File: src/hdl/assert_macros.svh
// Assertion macros used by the RTL module of the cache set block.
`ifndef ASSERT_MACROS_SVH
`define ASSERT_MACROS_SVH

// Check a condition at every clock edge outside reset.
`define ASSERT_ALWAYS(label, expr, msg) \
   label: assert property (@(posedge clock) disable iff (reset) (expr)) else $error(msg);

// Check that a condition in one cycle brings about another in the next cycle.
`define ASSERT_NEXT(label, cond, expr, msg) \
   label: assert property (@(posedge clock) disable iff (reset) (cond) |=> (expr)) \
      else $error(msg);

`endif

File: src/hdl/cslru_pkg.sv
// Types and fixed constants of the cache set LRU lookup block.
package cslru_pkg;

   localparam int WAYS        = 4;
   localparam int WAY_BITS    = 2;
   localparam int TAG_BITS    = 20;
   localparam int OFFSET_BITS = 4;
   localparam int DATA_BITS   = 8;
   localparam int COUNT_BITS  = 3;

   // Request kinds
   typedef enum logic [1:0] {
      OP_LOOKUP = 2'd0,
      OP_READ   = 2'd1,
      OP_WRITE  = 2'd2,
      OP_FILL   = 2'd3
   } op_type;

   typedef struct packed {
      op_type                 req_type;
      logic [TAG_BITS-1:0]    tag;
      logic [WAY_BITS-1:0]    way;
      logic [OFFSET_BITS-1:0] offset;
      logic [DATA_BITS-1:0]   write_value;
   } request_type;

   typedef struct packed {
      logic                  hit;
      logic [WAY_BITS-1:0]   hit_way;
      logic [DATA_BITS-1:0]  read_data;
      logic [WAY_BITS-1:0]   victim_way;
      logic [COUNT_BITS-1:0] filled_ways;
   } result_type;

endpackage

File: src/hdl/cache_set_lru_lookup.sv
// One four-way cache set: tag lookup, byte read, byte write and byte fill with
// age-counter LRU. The block takes one request per clock while it does not
// stall and returns one result per request. The accepting edge registers the
// request and reads the byte store (a RAM with registered read data). The
// edge on which the request stage advances updates valid bits, tags, ages and
// the filled count and registers the result.
// The byte store is written at acceptance; it has no reset and no clearing
// pass, so a byte must be written before it is read. Each result reports the
// victim way and filled count after the request has updated the set. A stall
// on a waiting result holds the request stage, and while that stage is full
// the request side stalls.
`include "assert_macros.svh"

module cache_set_lru_lookup #(
   parameter int BLOCK_BYTES = 16,
   parameter int AGE_BITS    = 16
) (
   input  logic                    clock,
   input  logic                    reset,
   input  logic                    req_valid,
   output logic                    req_stall,
   input  cslru_pkg::request_type  req_data,
   output logic                    rsp_valid,
   input  logic                    rsp_stall,
   output cslru_pkg::result_type   rsp_data
);

   localparam int DEPTH     = cslru_pkg::WAYS * BLOCK_BYTES;
   localparam int ADDR_BITS = $clog2(DEPTH);
   localparam int OFF_BITS  = $clog2(BLOCK_BYTES);

   // Handshake control
   logic rsp_open;
   logic s1_fire;
   logic req_accept;

   // Request stage
   logic                   s1_valid_ff, s1_valid_in;
   cslru_pkg::request_type s1_req_ff;

   // Result stage
   logic                  rsp_valid_ff, rsp_valid_in;
   cslru_pkg::result_type rsp_data_ff, rsp_data_in;

   // Set state
   logic [cslru_pkg::WAYS-1:0]       valid_ff, valid_in;
   logic [cslru_pkg::TAG_BITS-1:0]   tag_ff [cslru_pkg::WAYS];
   logic [cslru_pkg::TAG_BITS-1:0]   tag_in [cslru_pkg::WAYS];
   logic [AGE_BITS-1:0]              age_ff [cslru_pkg::WAYS];
   logic [AGE_BITS-1:0]              age_in [cslru_pkg::WAYS];
   logic [cslru_pkg::COUNT_BITS-1:0] filled_ff, filled_in;

   // Byte store access
   logic [OFF_BITS-1:0]             req_off_idx;
   logic                            req_off_ok;
   logic [ADDR_BITS-1:0]            ram_addr;
   logic                            ram_we;
   logic                            ram_re;
   logic [cslru_pkg::DATA_BITS-1:0] ram_rdata;

   // Lookup and victim search
   logic                             s1_off_ok;
   logic [cslru_pkg::WAYS-1:0]       in_range;
   logic [cslru_pkg::WAYS-1:0]       match;
   logic                             any_match;
   logic [cslru_pkg::WAY_BITS-1:0]   match_way;
   logic [cslru_pkg::WAY_BITS-1:0]   best_way;
   logic [AGE_BITS-1:0]              best_age;

   // Advance the request stage whenever the result register can take its item
   assign rsp_open   = !rsp_valid_ff || !rsp_stall;
   assign s1_fire    = s1_valid_ff && rsp_open;
   assign req_stall  = s1_valid_ff && !rsp_open;
   assign req_accept = req_valid && !req_stall;

   assign s1_valid_in  = req_valid;
   assign rsp_valid_in = s1_valid_ff;

   // Write or read the byte store as the request is accepted
   assign req_off_idx = OFF_BITS'(req_data.offset);
   assign req_off_ok  = int'(req_data.offset) < BLOCK_BYTES;
   assign ram_addr    = ADDR_BITS'(ADDR_BITS'(req_data.way) * ADDR_BITS'(BLOCK_BYTES)
                        + ADDR_BITS'(req_off_idx));
   assign ram_we      = req_accept && req_off_ok
                        && (req_data.req_type == cslru_pkg::OP_WRITE
                            || req_data.req_type == cslru_pkg::OP_FILL);
   assign ram_re      = req_accept && req_data.req_type == cslru_pkg::OP_READ;

   cslru_ram #(
      .WIDTH (cslru_pkg::DATA_BITS),
      .DEPTH (DEPTH)
   ) u_bytes (
      .clock (clock),
      .we    (ram_we),
      .re    (ram_re),
      .addr  (ram_addr),
      .wdata (req_data.write_value),
      .rdata (ram_rdata)
   );

   // Compare tags against filled, valid ways; first match by index wins
   always_comb begin
      s1_off_ok = int'(s1_req_ff.offset) < BLOCK_BYTES;
      for (int i = 0; i < cslru_pkg::WAYS; i++) begin
         in_range[i] = cslru_pkg::COUNT_BITS'(i) < filled_ff;
         match[i]    = valid_ff[i] && in_range[i] && (tag_ff[i] == s1_req_ff.tag);
      end
      any_match = |match;
      match_way = '0;
      for (int i = cslru_pkg::WAYS - 1; i >= 0; i--) begin
         if (match[i]) begin
            match_way = cslru_pkg::WAY_BITS'(i);
         end
      end
   end

   // Update valid bits, tags, ages and filled count for the request
   always_comb begin
      valid_in    = valid_ff;
      tag_in      = tag_ff;
      age_in      = age_ff;
      filled_in   = filled_ff;
      rsp_data_in = '0;
      case (s1_req_ff.req_type)
         cslru_pkg::OP_LOOKUP: begin
            if (any_match) begin
               for (int i = 0; i < cslru_pkg::WAYS; i++) begin
                  if (in_range[i] && age_ff[i] != '1) begin
                     age_in[i] = age_ff[i] + 1'b1;
                  end
               end
               age_in[match_way]   = '0;
               rsp_data_in.hit     = 1'b1;
               rsp_data_in.hit_way = match_way;
            end
         end
         cslru_pkg::OP_READ: begin
            age_in[s1_req_ff.way] = '0;
            if (s1_off_ok) begin
               rsp_data_in.read_data = ram_rdata;
            end
         end
         cslru_pkg::OP_WRITE: begin
            age_in[s1_req_ff.way] = '0;
         end
         cslru_pkg::OP_FILL: begin
            age_in[s1_req_ff.way]   = '0;
            tag_in[s1_req_ff.way]   = s1_req_ff.tag;
            valid_in[s1_req_ff.way] = 1'b1;
            if (cslru_pkg::COUNT_BITS'(s1_req_ff.way) + 1'b1 > filled_ff) begin
               filled_in = cslru_pkg::COUNT_BITS'(s1_req_ff.way) + 1'b1;
            end
         end
         default: begin
         end
      endcase

      // Pick the oldest filled way after the update, lower index on ties
      best_way = '0;
      best_age = age_in[0];
      for (int i = 1; i < cslru_pkg::WAYS; i++) begin
         if (cslru_pkg::COUNT_BITS'(i) < filled_in && age_in[i] > best_age) begin
            best_age = age_in[i];
            best_way = cslru_pkg::WAY_BITS'(i);
         end
      end
      rsp_data_in.victim_way  = best_way;
      rsp_data_in.filled_ways = filled_in;
   end

   // Hold control state and set state
   always_ff @(posedge clock) begin
      if (reset) begin
         s1_valid_ff  <= 1'b0;
         rsp_valid_ff <= 1'b0;
         valid_ff     <= '0;
         filled_ff    <= '0;
         for (int i = 0; i < cslru_pkg::WAYS; i++) begin
            tag_ff[i] <= '0;
            age_ff[i] <= '0;
         end
      end else begin
         if (!req_stall) begin
            s1_valid_ff <= s1_valid_in;
         end
         if (rsp_open) begin
            rsp_valid_ff <= rsp_valid_in;
         end
         if (s1_fire) begin
            valid_ff  <= valid_in;
            tag_ff    <= tag_in;
            age_ff    <= age_in;
            filled_ff <= filled_in;
         end
      end
   end

   // Capture request and result payloads
   always_ff @(posedge clock) begin
      if (req_accept) begin
         s1_req_ff <= req_data;
      end
      if (s1_fire) begin
         rsp_data_ff <= rsp_data_in;
      end
   end

   assign rsp_valid = rsp_valid_ff;
   assign rsp_data  = rsp_data_ff;

   `ASSERT_ALWAYS(a_filled_range, filled_ff <= cslru_pkg::COUNT_BITS'(cslru_pkg::WAYS), "filled count beyond way count")
   `ASSERT_ALWAYS(a_valid_below_filled, (valid_ff & ~in_range) == '0, "valid way at or above filled count")
   `ASSERT_NEXT(a_filled_grows, s1_fire, filled_ff >= $past(filled_ff), "filled count decreased")
   `ASSERT_NEXT(a_hit_way_young, s1_fire && rsp_data_in.hit, age_ff[rsp_data_ff.hit_way] == '0, "hit way age not cleared")

endmodule

File: src/hdl/cslru_ram.sv
// Generic single-port RAM with registered read data.
module cslru_ram #(
   parameter int WIDTH = 8,
   parameter int DEPTH = 64
) (
   input  logic                     clock,
   input  logic                     we,
   input  logic                     re,
   input  logic [$clog2(DEPTH)-1:0] addr,
   input  logic [WIDTH-1:0]         wdata,
   output logic [WIDTH-1:0]         rdata
);

   logic [WIDTH-1:0] mem_ff [DEPTH];
   logic [WIDTH-1:0] rdata_ff;

   // Write and read at one address; read data held until the next read
   always_ff @(posedge clock) begin
      if (we) begin
         mem_ff[addr] <= wdata;
      end
      if (re) begin
         rdata_ff <= mem_ff[addr];
      end
   end

   assign rdata = rdata_ff;

endmodule

File: config.mk
export PLATFORM = sky130hd
export DESIGN_NAME = cache_set_lru_lookup
export DESIGN_NICKNAME = d
export VERILOG_FILES = /design/src/hdl/cslru_pkg.sv /design/src/hdl/cache_set_lru_lookup.sv /design/src/hdl/cslru_ram.sv
export VERILOG_INCLUDE_DIRS = /design/src /design/src/hdl
export SDC_FILE = /design/constraint.sdc
export NUM_CORES = 1
export LEC_CHECK = 0
export BUFFER_PORTS_ARGS = -buffer_cell sky130_fd_sc_hd__clkbuf_2
export CORE_MARGIN = 5
export CORE_UTILIZATION = 35
export DETAILED_ROUTE_END_ITERATION = 10
export GPL_ROUTABILITY_DRIVEN = 0
export PLACE_DENSITY_LB_ADDON = 0.2
export SLEW_MARGIN = 30
export SYNTH_ARGS = -nofsm -noshare
export SYNTH_HDL_FRONTEND = slang
export SYNTH_HIERARCHICAL = 1
export SYNTH_SLANG_ARGS = --single-unit
export TNS_END_PERCENT = 30
File: constraint.sdc
create_clock -name clock -period 15.6 [get_ports clock]
set_input_delay 0.78 -clock clock [delete_from_list [all_inputs] [get_ports clock]]
set_output_delay 0.78 -clock clock [all_outputs]
set_load 0.02 [all_outputs]
=== Word-level counts from Yosys, hierarchy flattened ===
Memory sizes are Yosys's and may differ from the RTL's. A register that Yosys moved wholly into a read port is not among the register bits.
Cells that the tools add are included.

* Register bits after elaboration: 193
* Bits in latches: 0
* Memory bits (writable): 512
* Bits in read-only memories: 0
* Input port bits: 40
* Output and inout bits: 18
* Logic and storage cells: 137
* Memories: 1

{| class="wikitable"
|+ Memory list
! memory !! depth !! width !! rd ports !! clocked after memory_dff !! wr ports !! line !! RTL
|-
| u_bytes.mem_ff || 64 || 8 || 1 || 1 || 1 || cslru_ram.sv:14 || <nowiki>logic [WIDTH-1:0] mem_ff [DEPTH];</nowiki>
|}

* Add/sub/neg operators: 6
* Multiply operators: 0
* Divide/modulo/power cells: 0
* Order comparisons: 17
* Equal/unequal tests: 14
* Shifts and indexed selects: 0
* Mux-type cells: 36
* Bitwise gates (word level): 7
* Reduce and logical (&&, ||, !) cells: 35

{| class="wikitable"
|+ Operators with widths
! kind !! number
|-
| $mux 16 || 16
|-
| $and 64x64->64 || 2
|-
| $not 64->64 || 2
|-
| $pmux 64 s2 || 1
|-
| $bwmux 80 || 1
|-
| $eq 20x20->1 || 4
|-
| $add 16x1->16 const B || 4
|-
| $demux 16 s2 || 2
|-
| $mux 64 || 1
|-
| $ne 16x16->1 const B || 4
|-
| $gt 16x16->1 || 3
|-
| $demux 20 s2 || 1
|-
| $logic_and 1x1->1 || 23
|-
| $mux 20 || 1
|-
| $lt 2x3->1 const A || 4
|-
| $lt 1x3->1 const A || 3
|-
| $mux 3 || 3
|-
| $eq 2x2->1 const B || 4
|-
| $mux 2 || 4
|-
| $add 6x4->6 || 1
|-
| $ge 3x3->1 const B || 2
|-
| $lt 3x1->1 const B || 2
|-
| $not 2->3 || 2
|-
| $mux 1 || 5
|-
| 14 further kinds || 20
|}

=== Logic depth before layout (Yosys ltp) ===
* Word-level depth: 25
* Gate-level depth with buffers: 50
* Mapped depth without buffers: 45

=== Modules after synthesis ===
The synthesis kept the hierarchy.

{| class="wikitable"
|+ Modules (own cells, without submodules)
! module !! instances !! cells each !! area an instance (um^2) !! seq. area each (um^2)
|-
| cslru_ram || 1 || 1,171 || 20,529.7 || 15,615.0
|-
| cache_set_lru_lookup || 1 || 1,459 || 11,855.1 || 4,264.1
|}

=== Worst setup path after synthesis ===
Ideal clock, no wire load.

* Kind: flip-flop to flip-flop
* Start point: register s1_req_ff[15] (netlist name)
* End point: register rsp_data_ff, in the netlist rsp_data[4], data pin
* Setup time: 268 ps
* Data arrival time: 8,350 ps
* Required time: 15,332 ps
* Slack: 6,982 ps
* Cell stages (with the launch flop): 50
* Buffers on the path: 6
* Clock period less this slack: 8,618 ps
* Cells stage by stage: edfxtp_1 > buf_6 > xnor2_2 > nand2_1 > or3b_1 > or4_4 > and4_4 > buf_6 > nor2b_2 > buf_4 > and3_1 > nand3_1 > o31ai_2 > ha_1 > a21o_1 > a21o_1 > a21oi_1 > o21ai_0 > (+14 left out) > nand2b_1 > a21oi_1 > o221ai_1 > and3_1 > buf_1 > or3_1 > o211ai_1 > ha_1 > a21o_1 > a21oi_1 > nor2b_1 > o21ai_0 > nand2b_1 > a21oi_1 > nor2b_1 > o21ai_0 > a221o_1 > nand2_1

{| class="wikitable"
|+ RTL lines
! item !! line !! RTL
|-
| from (decl) || cache_set_lru_lookup.sv:39 || <nowiki>cslru_pkg::request_type s1_req_ff;</nowiki>
|-
| from (signal assigned) || cache_set_lru_lookup.sv:201 || <nowiki>s1_req_ff <= req_data;</nowiki>
|-
| to (signal assigned) || cache_set_lru_lookup.sv:204 || <nowiki>rsp_data_ff <= rsp_data_in;</nowiki>
|-
| to (decl) || cache_set_lru_lookup.sv:43 || <nowiki>cslru_pkg::result_type rsp_data_ff, rsp_data_in;</nowiki>
|}

==> impl.org <==
** Global routing
- Wire length of the first global-routing pass :: 139000 um
- Global routing consumed, on the met2 layer, 30.7% of the routing resources.
- Global routing consumed, on the met1 layer, roughly a quarter of the routing resources.
- Across every metal layer, demand over resource in global routing totals approximately 18%.
- The global routing stage identified its most utilized layer as met2.
- Total congestion overflow :: 0
- The number of antenna violations at the first check in global routing was 4.
- Maximum number of pins on one net before global-route repair :: 113
- Vias in the first global route :: between 20k and 25k
- For this run, global-route usage on met3 was measured as 2.94%.

** STA
- Clock Skew :: between 30 and 40 ps
- Once routing completed, OpenROAD measured the worst setup slack at 5280 ps.
- Time the worst path needs with I/O delays and setup :: 10320 ps
- Measured against its own limit, the worst slew margin works out to 28.7%.
- Unrepaired setup endpoints after global routing :: no
- In the finished design, the share of the clock period the worst path needs comes to 66.1%.
- Setup violations remaining at the end of the flow were counted as 0.
- Max frequency :: 96.9 MHz
- Setup Total Neg Slack :: 0 ps
- Final number of hold-violating endpoints :: 0
- Transition at the pin with the smallest max-transition slack :: 1070 ps
- Number of pins with negative max-slew slack in the final report :: 0

** Worst setup path
- Together, buffers and inverters on the worst path number 1.
- On the critical path the largest part of the delay comes from simple AND/OR/NAND/NOR gates.
- The worst setup path is launched from a flip-flop.
- For this run, the slowest stage of the critical path takes roughly 570 ps.
- Data required time of the critical path :: about 16000 ps
- Critical-path cell with the highest stage delay :: sky130_fd_sc_hd__edfxtp_1
- CP Class :: reg2reg
- STA classifies the critical path endpoint as a flip-flop.
- Along the worst path, the maximum fanout reaches 38.
- Arrival time worst endpoint :: 10690 ps

** Pwr
- Ratio of total power to cell area :: approximately 120 nW/um^2
- In this run the power spent charging and discharging nets is 1.05 mW.
- Proportion of power drawn by the clock network :: 42.1%
- In this run, the combinational gates consume under 10% of the power.
- Summed over all cells, the static leakage comes to 12.2 nW.
- IR analysis of the VDD net gives a maximum drop of ~82 uV.
- Overall power of the completed layout :: between 4 and 5 mW
- Share of total power in sequential cells :: 49.2%
- Fraction of power spent switching nets :: 24.6%
- Int Power :: between 3 and 4 mW

** Yosys
- Cell area after technology mapping :: 32400 sq um
- For this run, the leading register cell type out of synthesis is sky130_fd_sc_hd__edfxtp_1.
- The netlist uses 96 different library cells.
- Number of synthesized flops with an enable pin :: 560
- Cell types with the largest area share after synthesis :: sky130_fd_sc_hd__edfxtp_1, sky130_fd_sc_hd__dfxtp_1, sky130_fd_sc_hd__nand2_1
- Number of warnings issued by yosys :: 6
- Area share of the largest cell type after synthesis :: 51.9%
- Syn_nets :: 2728
- In the post-synthesis netlist, the cell with the most instances is sky130_fd_sc_hd__edfxtp_1.
- In this run, synthesis produced a sequential element count of 713.
- Averaged over all synthesized cells, the footprint is 12.3 sq um.
- Counting flops with an async set or reset pin after synthesis yields a share of 0%.
- Post-synth top cells :: sky130_fd_sc_hd__edfxtp_1, sky130_fd_sc_hd__nand2_1, sky130_fd_sc_hd__nor2_1, sky130_fd_sc_hd__a21oi_1, sky130_fd_sc_hd__dfxtp_1
- Share of the yosys chip area belonging to registers :: 61.4%
- Synthesis produced 2630 cells.
- Leading area contributor after synthesis :: sky130_fd_sc_hd__edfxtp_1

** Place
- OpenSTA, run right after detailed placement, puts the worst setup slack at 5430 ps.
- Detailed placement ended at an HPWL of 60000 um.
- Once placement finished, the instance area stood at 33700 sq um.
- During placement, the flow inserted port buffers numbering 57.

** Clocking
- Number of resized instances in the post-cts repair step :: 0
- Counting every sink on the clock net gives 713.
- In this run the clock root is driven by a sky130_fd_sc_hd__clkbuf_16.
- The number of clock buffers added by TritonCTS is 78.
- After clock tree synthesis, the setup repair step added 0 buffers.
- Number of buffers inserted by hold repair at cts :: 0
- Insertion delay to the later sink of the worst-skew pair :: 650 ps
- Clock-pin slew was measured on the worst setup and hold paths at ~60 ps.
- Number of buffers on the longest clock path :: 3
- Clock tree from TritonCTS :: yes
- H-tree depth reported by CTS :: 3

** Floorplanning
- Effective utilization at floorplan :: 35.3%
- Number of top-level pins :: 58
- Die outline area :: 98700 sq um
- Die width :: 314 um
- Height of the chip :: around 310 um
- After floorplanning, the core was sized to cover 91800 sq um.
- Number of placement rows :: approximately 110

** Cells and area
- Number of antenna diodes :: 0
- Non-Filler Cell Area, Final :: around 36000 sq um
- In the final design database the tool counted 2723 nets.
- Relative to the synthesized area, the layout overhead comes to 11.7%.
- Fraction of final layout cells with drive strength greater than 1 :: 11.8%

** Drt
- For this run, design rule violations remaining after detail routing come to 0.
- After detailed routing, the total wire length is just over 90000 um.
- In this run, the number of DRC markers left after iteration 0 of detailed routing was 2200.
- Wire per inst :: 23.7 um
- The detailed router placed ~22k vias in this run.
- Via count normalized by instance count :: 5.56
- Post-route antenna net violation count :: 0
- For this run, the detailed router's first-pass iteration total came to 5.

** Outcome
- Run status :: completed

** Run
- Max-cap violations in this run came to 0.

** Min path
- Classification of the worst-slack hold path :: in2reg
==> layer usage <==
metal	up-vias	part of all wire (%)
met1	11000	44
met5	-	0.014
met2	728	48
li1	9980	-
met4	2	2.9
met3	159	5.7
==> flip-flops by register name (all words and copies together) (netlist names) <==
| name | count |
|---|---|
| rsp_valid | 1 |
| age_ff | 64 |
| rsp_data | 16 |
| u_bytes/rdata | 8 |
| filled_ff | 3 |
| rsp_valid_in | 1 |
| u_bytes/mem_ff | 512 |
| s1_req_ff | 24 |
| tag_ff | 80 |
| valid_ff | 4 |
==> power groups by stage <==
stage                     Combinational (mW)  Clock [mW]  Sequential (mW)
after floorplan                        0.250           0             2.13
after global placement                 0.366           0             2.14
after detailed placement               0.370           0             2.14
after CTS                              0.372        1.84             2.10
after global routing                   0.407        1.92             2.10
final                                  0.373        1.80             2.10
==> path summary, 6_finish.rpt <==
check | end | slack (ps) | startpoint | cells after the start
worst max-delay path | rsp_data[4]$_SDFFCE_PP1P_ | 5280 | s1_req_ff[24]$_DFFE_PP_ | 44
worst min-delay path | s1_req_ff[19]$_DFFE_PP_ | 320 | req_data[19] | 1
worst max register to register | rsp_data[4]$_SDFFCE_PP1P_ | 5280 | s1_req_ff[24]$_DFFE_PP_ | 44
worst min register to register | tag_ff[10]$_SDFFE_PP0P_ | 470 | tag_ff[10]$_SDFFE_PP0P_ | 2
==> per-stage QoR <==
stage,std cells,util (%),hold WS [ps]
6_report,3929,39.4,318
5_1_grt,3929,39.4,297
4_1_cts,3929,39.4,281
3_5_place_dp,3788,36.7,461
3_3_place_gp,3788,36.7,451
2_1_floorplan,2630,-,434
==> layout make-up <==
class	count	area [sq um]
multi-input combinational	1714	11600
sequential	713	19900
tap	1243	1560
timing repair buffer	88	536
clock buffer	101	2100
fill	8684	55600
inverter	30	114
clock inverter	40	363
==> layout by cell type, fill, tap and decap left out, drive strengths merged, types with 49 or more instances in the layout <==
| master | n |
|---|---|
| nand2b | 50 |
| dfxtp | 153 |
| nor2 | 194 |
| nand3 | 49 |
| nand2 | 309 |
| edfxtp | 560 |
| o21ai | 94 |
| clkbuf | 154 |
| mux2i | 69 |
| a21oi | 166 |
| ha | 58 |
==> cells by family after synthesis <==
family          share of synthesized area [%]
fa+ha+maj                                2.24
buf+inv                                  2.84
xor+xnor                                 2.26
simple gates                             12.6
compound gates                           13.0
mux                                      5.60
flops                                    61.4
(Power assumes the default switching activity.)
